`config.mk`:
```
export PLATFORM = sky130hd
export DESIGN_NAME = first_fit_coalescing_allocator_core
export DESIGN_NICKNAME = d
export VERILOG_FILES = /design/src/hdl/ffca_pkg.sv /design/src/hdl/first_fit_coalescing_allocator_core.sv
export VERILOG_INCLUDE_DIRS = /design/src /design/src/hdl
export SDC_FILE = /design/constraint.sdc
export NUM_CORES = 2
export LEC_CHECK = 0
export ABC_AREA = 1
export BUFFER_PORTS_ARGS = -buffer_cell sky130_fd_sc_hd__buf_2
export CORE_MARGIN = 1.5
export CORE_UTILIZATION = 35
export CTS_CLUSTER_DIAMETER = 150
export DETAILED_ROUTE_END_ITERATION = 6
export GPL_ROUTABILITY_DRIVEN = 0
export GPL_TIMING_DRIVEN = 0
export SLEW_MARGIN = 30
export SYNTH_ARGS = -nofsm -noshare
export SYNTH_HDL_FRONTEND = slang
export SYNTH_SLANG_ARGS = --single-unit
```
`constraint.sdc`:
```
create_clock -name clk_i -period 8.8 [get_ports clk_i]
set_input_delay 1.76 -clock clk_i [delete_from_list [all_inputs] [get_ports clk_i]]
set_output_delay 1.76 -clock clk_i [all_outputs]
set_load 0.05 [all_outputs]
```
`src/hdl/first_fit_coalescing_allocator_core_assert.svh`:
```
// assertion macros for the allocator core
`ifndef FIRST_FIT_COALESCING_ALLOCATOR_CORE_ASSERT_SVH
`define FIRST_FIT_COALESCING_ALLOCATOR_CORE_ASSERT_SVH
`ifndef SYNTHESIS
`define FFCA_ASSERT(label, clk, rst_n, prop, msg) \
  label: assert property (@(posedge clk) disable iff (!rst_n) prop) else $error(msg);
`define FFCA_ASSERT_NEXT(label, clk, rst_n, ante, cons, msg) \
  label: assert property (@(posedge clk) disable iff (!rst_n) (ante) |=> (cons)) \
    else $error(msg);
`else
`define FFCA_ASSERT(label, clk, rst_n, prop, msg)
`define FFCA_ASSERT_NEXT(label, clk, rst_n, ante, cons, msg)
`endif
`endif

```
`src/hdl/ffca_pkg.sv`:
```
package ffca_pkg;

  localparam int unsigned MaxExtentsDefault = 64;
  localparam int unsigned AddrBitsDefault = 20;
  localparam int unsigned LenW = 21;
  localparam logic [LenW-1:0] LenMax = 21'h1FFFFE;
  localparam logic [LenW-1:0] ArenaReset = 21'd65536;
  localparam logic [LenW-1:0] SlackLimit = 21'd2;

  localparam logic [1:0] StOk = 2'd0;
  localparam logic [1:0] StOom = 2'd1;
  localparam logic [1:0] StFull = 2'd2;

  localparam logic ActAlloc = 1'b0;
  localparam logic ActRelease = 1'b1;

  typedef enum logic [3:0] {
    S_IDLE,
    S_A_RD,
    S_A_CHK,
    S_A_SHIFT,
    S_R_RD,
    S_R_CHK,
    S_R_SUCC,
    S_R_MERGE,
    S_R_INS,
    S_DONE
  } state_e;

  function automatic logic [LenW-1:0] sat_len(input logic [LenW:0] v);
    sat_len = (v > {1'b0, LenMax}) ? LenMax : v[LenW-1:0];
  endfunction

endpackage

```
`src/hdl/first_fit_coalescing_allocator_core.sv`:
```
// First-fit word allocator with a sorted free-extent table and a bump region.
// Input channel s_axis: tdata = {block_base, keep_header, size_words}, tuser =
// action (0 allocate, 1 release). Output channel m_axis: tdata = {granted_words,
// block_address, user_address}, tuser = status (0 ok, 1 out of memory, 2 table
// full). cfg_valid_i/cfg_data_i write arena_words; the user must do so only while
// the block is idle, which the block does not enforce. One item is taken at a time:
// s_axis_tready is high only when the core is idle and no result waits. The table
// lives in one single-port memory that is walked one entry per step (read, then
// compare). An allocate takes the first extent that fits, else the bump region;
// an exact fit (or, with keep_header, a slack of at most 2 words) removes the
// extent and pulls the entries behind it down. A release walks to the insertion
// point, then merges with a neighbour or shifts the tail up to insert; a merge
// on both sides removes the later entry. The result sits in an output register
// until m_axis_tready; the core then becomes ready again. Reset empties the
// table (count zero), clears the bump pointer and sets arena_words to 65536.
// No clearing pass is needed: entries at or above the count are never read.
`include "first_fit_coalescing_allocator_core_assert.svh"
module first_fit_coalescing_allocator_core #(
  parameter int unsigned MAX_EXTENTS = ffca_pkg::MaxExtentsDefault,
  parameter int unsigned ADDR_BITS = ffca_pkg::AddrBitsDefault
) (
  input  logic        clk_i,
  input  logic        rst_ni,
  input  logic        s_axis_tvalid,
  output logic        s_axis_tready,
  input  logic [47:0] s_axis_tdata,  // size_words[20:0], keep_header[21], block_base[41:22]
  input  logic        s_axis_tuser,  // action
  output logic        m_axis_tvalid,
  input  logic        m_axis_tready,
  output logic [63:0] m_axis_tdata,  // user_address[19:0], block_address[39:20], granted_words[60:40]
  output logic [1:0]  m_axis_tuser,  // status
  input  logic        cfg_valid_i,
  output logic        cfg_ready_o,
  input  logic [20:0] cfg_data_i     // arena_words
);
  localparam int unsigned LenW = ffca_pkg::LenW;
  localparam int unsigned IdxW = $clog2(MAX_EXTENTS);
  localparam int unsigned CntW = $clog2(MAX_EXTENTS + 1);
  localparam logic [CntW-1:0] CntMax = CntW'(MAX_EXTENTS);

  ffca_pkg::state_e state_q, state_d;

  logic [ADDR_BITS-1:0] mem_base [MAX_EXTENTS];
  logic [LenW-1:0]      mem_len  [MAX_EXTENTS];

  logic [CntW-1:0] count_q, count_d;
  logic [LenW-1:0] bump_q, bump_d, arena_q;
  logic [CntW-1:0] idx_q, idx_d;
  logic [ADDR_BITS-1:0] rd_base_q;
  logic [LenW-1:0] rd_len_q;
  logic [ADDR_BITS-1:0] carry_base_q, carry_base_d;
  logic [LenW-1:0] carry_len_q, carry_len_d;
  logic [LenW-1:0] n_q, n_d;
  logic hdr_q, hdr_d, act_q;
  logic [ADDR_BITS-1:0] base_q, base_d;
  logic [ADDR_BITS-1:0] pbase_q, pbase_d;
  logic [LenW-1:0] plen_q, plen_d;
  logic pvalid_q, pvalid_d;

  logic out_valid_q, out_valid_d;
  logic [1:0] st_q, st_d;
  logic [ADDR_BITS-1:0] blk_q, blk_d;
  logic [LenW-1:0] gw_q, gw_d;

  // memory port control
  logic rd_en;
  logic [IdxW-1:0] rd_addr;
  logic wr_en;
  logic [IdxW-1:0] wr_addr;
  logic [ADDR_BITS-1:0] wr_base;
  logic [LenW-1:0] wr_len;

  logic in_acc;
  assign in_acc = s_axis_tvalid && s_axis_tready;
  assign s_axis_tready = (state_q == ffca_pkg::S_IDLE) && !out_valid_q;
  assign cfg_ready_o = 1'b1;

  // adders for the release merge checks
  logic [LenW:0] end_sum;
  logic [LenW:0] base_n;
  assign end_sum = {1'b0, LenW'(pbase_q)} + {1'b0, plen_q};
  assign base_n = {1'b0, LenW'(base_q)} + {1'b0, n_q};

  always_ff @(posedge clk_i) begin
    if (wr_en) begin
      mem_base[wr_addr] <= wr_base;
      mem_len[wr_addr] <= wr_len;
    end
    if (rd_en) begin
      rd_base_q <= mem_base[rd_addr];
      rd_len_q <= mem_len[rd_addr];
    end
  end

  always_ff @(posedge clk_i or negedge rst_ni) begin
    if (!rst_ni) begin
      state_q <= ffca_pkg::S_IDLE;
      count_q <= '0;
      bump_q <= '0;
      arena_q <= ffca_pkg::ArenaReset;
      out_valid_q <= 1'b0;
    end else begin
      state_q <= state_d;
      count_q <= count_d;
      bump_q <= bump_d;
      out_valid_q <= out_valid_d;
      if (cfg_valid_i) arena_q <= cfg_data_i;
    end
  end

  always_ff @(posedge clk_i) begin
    idx_q <= idx_d;
    n_q <= n_d;
    hdr_q <= hdr_d;
    base_q <= base_d;
    pbase_q <= pbase_d;
    plen_q <= plen_d;
    pvalid_q <= pvalid_d;
    carry_base_q <= carry_base_d;
    carry_len_q <= carry_len_d;
    st_q <= st_d;
    blk_q <= blk_d;
    gw_q <= gw_d;
    if (in_acc) act_q <= s_axis_tuser;
  end

  logic [LenW:0] req_n;
  logic [LenW-1:0] slack;
  logic [LenW:0] room;
  always_comb begin
    req_n = {1'b0, s_axis_tdata[20:0]} + {{LenW{1'b0}}, s_axis_tdata[21]};
    req_n = req_n + {{LenW{1'b0}}, req_n[0]};
    slack = rd_len_q - n_q;
    room = (bump_q <= arena_q) ? {1'b0, arena_q - bump_q} : '0;
  end

  always_comb begin
    state_d = state_q;
    count_d = count_q;
    bump_d = bump_q;
    idx_d = idx_q;
    n_d = n_q;
    hdr_d = hdr_q;
    base_d = base_q;
    pbase_d = pbase_q;
    plen_d = plen_q;
    pvalid_d = pvalid_q;
    carry_base_d = carry_base_q;
    carry_len_d = carry_len_q;
    st_d = st_q;
    blk_d = blk_q;
    gw_d = gw_q;
    out_valid_d = out_valid_q && !m_axis_tready;
    rd_en = 1'b0;
    rd_addr = idx_q[IdxW-1:0];
    wr_en = 1'b0;
    wr_addr = idx_q[IdxW-1:0];
    wr_base = carry_base_q;
    wr_len = carry_len_q;
    case (state_q)
      ffca_pkg::S_IDLE: begin
        if (in_acc) begin
          idx_d = '0;
          hdr_d = s_axis_tdata[21];
          base_d = ADDR_BITS'(s_axis_tdata[41:22]);
          pvalid_d = 1'b0;
          st_d = ffca_pkg::StOk;
          blk_d = '0;
          gw_d = '0;
          if (s_axis_tuser == ffca_pkg::ActAlloc) begin
            n_d = req_n[LenW-1:0];
            // a request past the largest length can never fit
            if (req_n[LenW]) begin
              st_d = ffca_pkg::StOom;
              state_d = ffca_pkg::S_DONE;
            end else begin
              state_d = ffca_pkg::S_A_RD;
            end
          end else begin
            n_d = ffca_pkg::sat_len({1'b0, s_axis_tdata[20:0]} +
                                    {{LenW{1'b0}}, s_axis_tdata[0]});
            if (s_axis_tdata[20:0] == '0) state_d = ffca_pkg::S_DONE;
            else state_d = ffca_pkg::S_R_RD;
          end
        end
      end
      ffca_pkg::S_A_RD: begin
        if (idx_q < count_q) begin
          rd_en = 1'b1;
          state_d = ffca_pkg::S_A_CHK;
        end else if (room < {1'b0, n_q}) begin
          st_d = ffca_pkg::StOom;
          state_d = ffca_pkg::S_DONE;
        end else begin
          blk_d = bump_q[ADDR_BITS-1:0];
          gw_d = n_q;
          bump_d = bump_q + n_q;
          state_d = ffca_pkg::S_DONE;
        end
      end
      ffca_pkg::S_A_CHK: begin
        if (rd_len_q < n_q) begin
          idx_d = idx_q + 1'b1;
          state_d = ffca_pkg::S_A_RD;
        end else if (rd_len_q == n_q || (hdr_q && slack <= ffca_pkg::SlackLimit)) begin
          blk_d = rd_base_q;
          gw_d = rd_len_q;
          idx_d = idx_q + 1'b1;
          state_d = ffca_pkg::S_A_SHIFT;
        end else begin
          wr_en = 1'b1;
          wr_base = rd_base_q;
          wr_len = slack;
          blk_d = rd_base_q + ADDR_BITS'(slack);
          gw_d = n_q;
          state_d = ffca_pkg::S_DONE;
        end
      end
      ffca_pkg::S_A_SHIFT: begin
        // pull entries down one slot; rd data holds entry idx-1 on writes
        if (pvalid_q) begin
          wr_en = 1'b1;
          wr_addr = IdxW'(idx_q - 2'd2);
          wr_base = rd_base_q;
          wr_len = rd_len_q;
          pvalid_d = 1'b0;
        end else if (idx_q < count_q) begin
          rd_en = 1'b1;
          idx_d = idx_q + 1'b1;
          pvalid_d = 1'b1;
        end else begin
          count_d = count_q - 1'b1;
          state_d = ffca_pkg::S_DONE;
        end
      end
      ffca_pkg::S_R_RD: begin
        if (idx_q < count_q) begin
          rd_en = 1'b1;
          state_d = ffca_pkg::S_R_CHK;
        end else begin
          state_d = ffca_pkg::S_R_SUCC;
        end
      end
      ffca_pkg::S_R_CHK: begin
        if (rd_base_q <= base_q) begin
          pbase_d = rd_base_q;
          plen_d = rd_len_q;
          pvalid_d = 1'b1;
          idx_d = idx_q + 1'b1;
          state_d = ffca_pkg::S_R_RD;
        end else begin
          state_d = ffca_pkg::S_R_SUCC;
        end
      end
      ffca_pkg::S_R_SUCC: begin
        // idx = pos, rd data = entry pos when pos < count
        if (pvalid_q && end_sum == {1'b0, LenW'(base_q)}) begin
          plen_d = ffca_pkg::sat_len({1'b0, plen_q} + {1'b0, n_q});
          wr_en = 1'b1;
          wr_addr = IdxW'(idx_q - 1'b1);
          wr_base = pbase_q;
          wr_len = plen_d;
          if (idx_q < count_q &&
              end_sum + {1'b0, n_q} == {1'b0, LenW'(rd_base_q)}) begin
            state_d = ffca_pkg::S_R_MERGE;
          end else begin
            state_d = ffca_pkg::S_DONE;
          end
        end else if (idx_q < count_q && base_n == {1'b0, LenW'(rd_base_q)}) begin
          wr_en = 1'b1;
          wr_base = base_q;
          wr_len = ffca_pkg::sat_len({1'b0, rd_len_q} + {1'b0, n_q});
          state_d = ffca_pkg::S_DONE;
        end else if (count_q >= CntMax) begin
          st_d = ffca_pkg::StFull;
          state_d = ffca_pkg::S_DONE;
        end else begin
          carry_base_d = base_q;
          carry_len_d = n_q;
          pvalid_d = 1'b0;
          state_d = ffca_pkg::S_R_INS;
        end
      end
      ffca_pkg::S_R_MERGE: begin
        wr_en = 1'b1;
        wr_addr = IdxW'(idx_q - 1'b1);
        wr_base = pbase_q;
        wr_len = ffca_pkg::sat_len({1'b0, plen_q} + {1'b0, rd_len_q});
        idx_d = idx_q + 1'b1;
        pvalid_d = 1'b0;
        state_d = ffca_pkg::S_A_SHIFT;
      end
      ffca_pkg::S_R_INS: begin
        // ripple: read old entry, write carried one, carry the old
        if (!pvalid_q) begin
          if (idx_q < count_q) rd_en = 1'b1;
          pvalid_d = 1'b1;
        end else begin
          wr_en = 1'b1;
          carry_base_d = rd_base_q;
          carry_len_d = rd_len_q;
          pvalid_d = 1'b0;
          if (idx_q >= count_q) begin
            count_d = count_q + 1'b1;
            state_d = ffca_pkg::S_DONE;
          end else begin
            idx_d = idx_q + 1'b1;
          end
        end
      end
      ffca_pkg::S_DONE: begin
        out_valid_d = 1'b1;
        state_d = ffca_pkg::S_IDLE;
      end
      default: state_d = ffca_pkg::S_IDLE;
    endcase
  end

  logic [ADDR_BITS-1:0] ua;
  assign ua = blk_q + ADDR_BITS'(hdr_q && act_q == ffca_pkg::ActAlloc &&
                                 st_q == ffca_pkg::StOk);
  assign m_axis_tvalid = out_valid_q;
  assign m_axis_tuser = st_q;
  always_comb begin
    m_axis_tdata = '0;
    m_axis_tdata[19:0] = 20'(ua);
    m_axis_tdata[39:20] = 20'(blk_q);
    m_axis_tdata[60:40] = gw_q;
  end

  `FFCA_ASSERT(a_count_bound, clk_i, rst_ni, (count_q <= CntMax), "extent count overflow")
  `FFCA_ASSERT_NEXT(a_busy_not_ready, clk_i, rst_ni, in_acc, !s_axis_tready,
    "accepted a second item while busy")
  `FFCA_ASSERT_NEXT(a_done_valid, clk_i, rst_ni, state_q == ffca_pkg::S_DONE, m_axis_tvalid,
    "result not presented after done")
endmodule
```
==> metrics <==
Slew Limit Fails=0; sequential share of the synthesized area=66.6%; WHS Endpoint=count_q[6]$_DFFE_PN0P_; worst reg-to-reg setup slack=0.36 ns; clock latency on the worst-skew pair=0.95 ns; Worst-path clk slew=0.06 ns; Post-CTS Setup Bufs=0; # rows=223; Root Buffer=clkbuf_16; First DRT Iteration DRCs=16300; Worst path depth=24; Resize count post-CTS=0; ranking of synthesized cells by area=edfxtp_1 66%, o21ai_0 6.2%, nor2_1 5.0%; total negative slack=0 ns; worst-path cell chain=clkbuf_2 -> buf_16 -> inv_2 -> clkbuf_1 -> buf_6 -> clkbuf_2 -> clkbuf_1 -> ha_1 -> o21ai_0 -> nand2_1 -> and3_1 -> clkbuf_1 -> nand3_1 -> nor2_1 -> nand3_1 -> nor2_1 -> nand3_1 -> nor2_1 -> nand4_1 -> nor2_1 -> clkbuf_1 -> a21oi_1 -> nand3_4 -> buf_16; Least-Margin Pin Slew=1.21 ns; Synth area leader=edfxtp_1; Pleak=0.0533 uW; syn_area_per_cell=11.3 sq um; core area=369000 sq um; Detail Placement HPWL=372000 microns; hold depth=1; Cell Area, Placed=144000 sq um; ANT nets after route=0; Required @ worst endpoint=9.50 ns; CTS Buf Count=301; I/O Buffers=128; fmax=0.118 GHz; power density over the cells=408 nW/um^2; DR vias=102000; crit path kind=flip-flop to flip-flop; Ys Warns=0; dominant synthesized flop cell=edfxtp_1; fin crit period=8.44 ns; cts hold-fix bufs=0; final net count=12600; Netlist cell types=70; Die ar.=375000 sq um; critical path's slowest cell=clkbuf_1; worst-path fanout max=33; arrival time at the worst endpoint=9.15 ns; number of global-route vias before repair=92500; hold path start=count_q[6]$_DFFE_PN0P_; Buffers & Inverters on Critical Path=10; Final Hold Viols=0; largest net degree at the start of global routing=53; 1st-pass router iterations=7; failing checks=design-rule violations; post-synth top area share=65.6%; Vias/cell=5.82; die height=613 microns; share of cells above drive strength 1=9.20%; Mapped Cells=11500; # setup viols final=0; routed len/inst=29.1 microns; clk buf depth=4; most frequent cells after synthesis=2840 x edfxtp_1, 1743 x nor2_1, 1604 x o21ai_0; count leader, synth=edfxtp_1; first-pass GRT wire length=697000 microns; Async SR Flop Fraction=1.80%; kind of end point of the critical path=flip-flop; Post-synth EDFFs=2840; Initial Util=35.2%; final instance area=153000 sq um; drc violations=1; Clock Skew=0.0633 ns; P&R area growth vs syn=18.0%; aggregate global routing overflow=0; R2R depth=24; #FFs+latches synth=2892; GRT Overall Usage=26.1%; initial antenna violation count=44; maxcap violations=0; Top Ports=144; Hold/Removal Path Class=flip-flop to flip-flop; mapped cell area=130000 sq um; final wirelength=508000 microns; status=complete, but fails checks; reg2reg start=idx_q[0]$_SDFFCE_PN0P_; CTS tree=yes; period utilisation layout=96.0%; peak supply drop=0.215 mV; Die Wd=613 microns; Largest delay share family, worst path=buffers and inverters; Slew headroom=19.4%; RSZ-0062 raised after global routing=false; RR Endpoint=mem_base[13][17]$_DFFE_PP_; H-tree depth=5; Critical Path Start Type=flip-flop; max incr delay on CP=0.76 ns; clock sinks=2892
==> area by class of cell <==
class                           instances  area (sq um)
Multi-Input combinational cell       7439         39900
Antenna cell                           26          65.1
Inverter                              567          2130
Tap cell                             4950          6190
Fill cell                           34600        216000
Sequential cell                      2892         86600
Timing Repair Buffer                  411          6450
Buffer                                639          2540
Clock buffer                          356          7900
Clock inverter                        176          1720
==> cells in the final DEF, fill, tap and decap left out, types with 63 or more instances in the layout <==
cell	Yosys	final
inv_1	549	549
nand4_1	176	176
buf_2	19	172
xor2_1	159	159
nor2_4	6	71
clkinv_1	3	72
edfxtp_1	2840	2840
nor3_1	68	67
a221oi_1	100	95
xnor2_1	63	63
ha_1	265	265
buf_16	0	149
o22ai_1	658	658
nor2_1	1743	1678
clkbuf_16	0	308
clkbuf_2	1	68
clkbuf_1	577	557
o21ai_0	1604	1604
a21oi_1	343	341
a22o_1	93	93
nand3_1	360	331
nand2_1	1458	1457
==> registers in the layout, summed over array words and instances (netlist names), 20 cells and up <==
register / flops
mem_len: 1344
mem_base: 1280
carry_len_q: 21
gw_q: 21
plen_q: 21
rd_len_q: 21
arena_q: 20
base_q: 20
blk_q: 20
bump_q: 20
carry_base_q: 20
n_q: 20
pbase_q: 20
rd_base_q: 20
==> worst max-delay path by stage <==
stage                                 end              startpoint  slack, ns
6_report       mem_base[13][17]$_DFFE_PP_  idx_q[0]$_SDFFCE_PN0P_       0.36
5_1_grt        mem_base[31][17]$_DFFE_PP_  idx_q[0]$_SDFFCE_PN0P_       0.44
4_1_cts        mem_base[15][17]$_DFFE_PP_  idx_q[0]$_SDFFCE_PN0P_       0.65
3_5_place_dp   mem_base[14][17]$_DFFE_PP_  idx_q[0]$_SDFFCE_PN0P_       0.66
3_3_place_gp     mem_len[4][19]$_DFFE_PP_  idx_q[0]$_SDFFCE_PN0P_      -3.28
2_1_floorplan      blk_q[0]$_SDFFCE_PN0P_   bump_q[2]$_DFFE_PN0P_       2.24
==> report_power, final <==
part           switching [uW]  internal, uW
Clock                    5580          7180
Combinational           23000          7330
Sequential               1060         18500
Total                   29600         33000
==> cells by family after synthesis <==
family,after synthesis,share of synthesized area [%]
compound gates,2988,13.1
xor+xnor,223,1.51
fa+ha+maj,274,2.69
buf+inv,1206,3.52
flops,2892,66.6
mux,19,0.164
other cells,2,0.00577
simple gates,3931,12.5
==> per-layer routing <==
metal,GRT usage [%],up-vias,share of wire (%)
met5,0.659,-,0.095
met4,16.0,22,7.3
met3,8.09,1410,14
met2,37.7,7283,42
met1,34.3,49400,37
li1,-,43500,-
==> metrics by stage <==
stage                     worst slack (ns)  util (%)  hold WS (ns)  power, uW  std cells
final                                0.356      41.5         0.506      62600      17500
after CTS                            0.646      41.5         0.497      60900      17400
after global placement               -3.28      37.1         0.492      47300      16600
after detailed placement             0.664      38.9         0.490      48300      16900
after global routing                 0.438      41.5         0.537      64000      17400
after floorplan                       2.24         -         0.463      34300      11500
No activity file was read; power rests on OpenSTA's default activity.
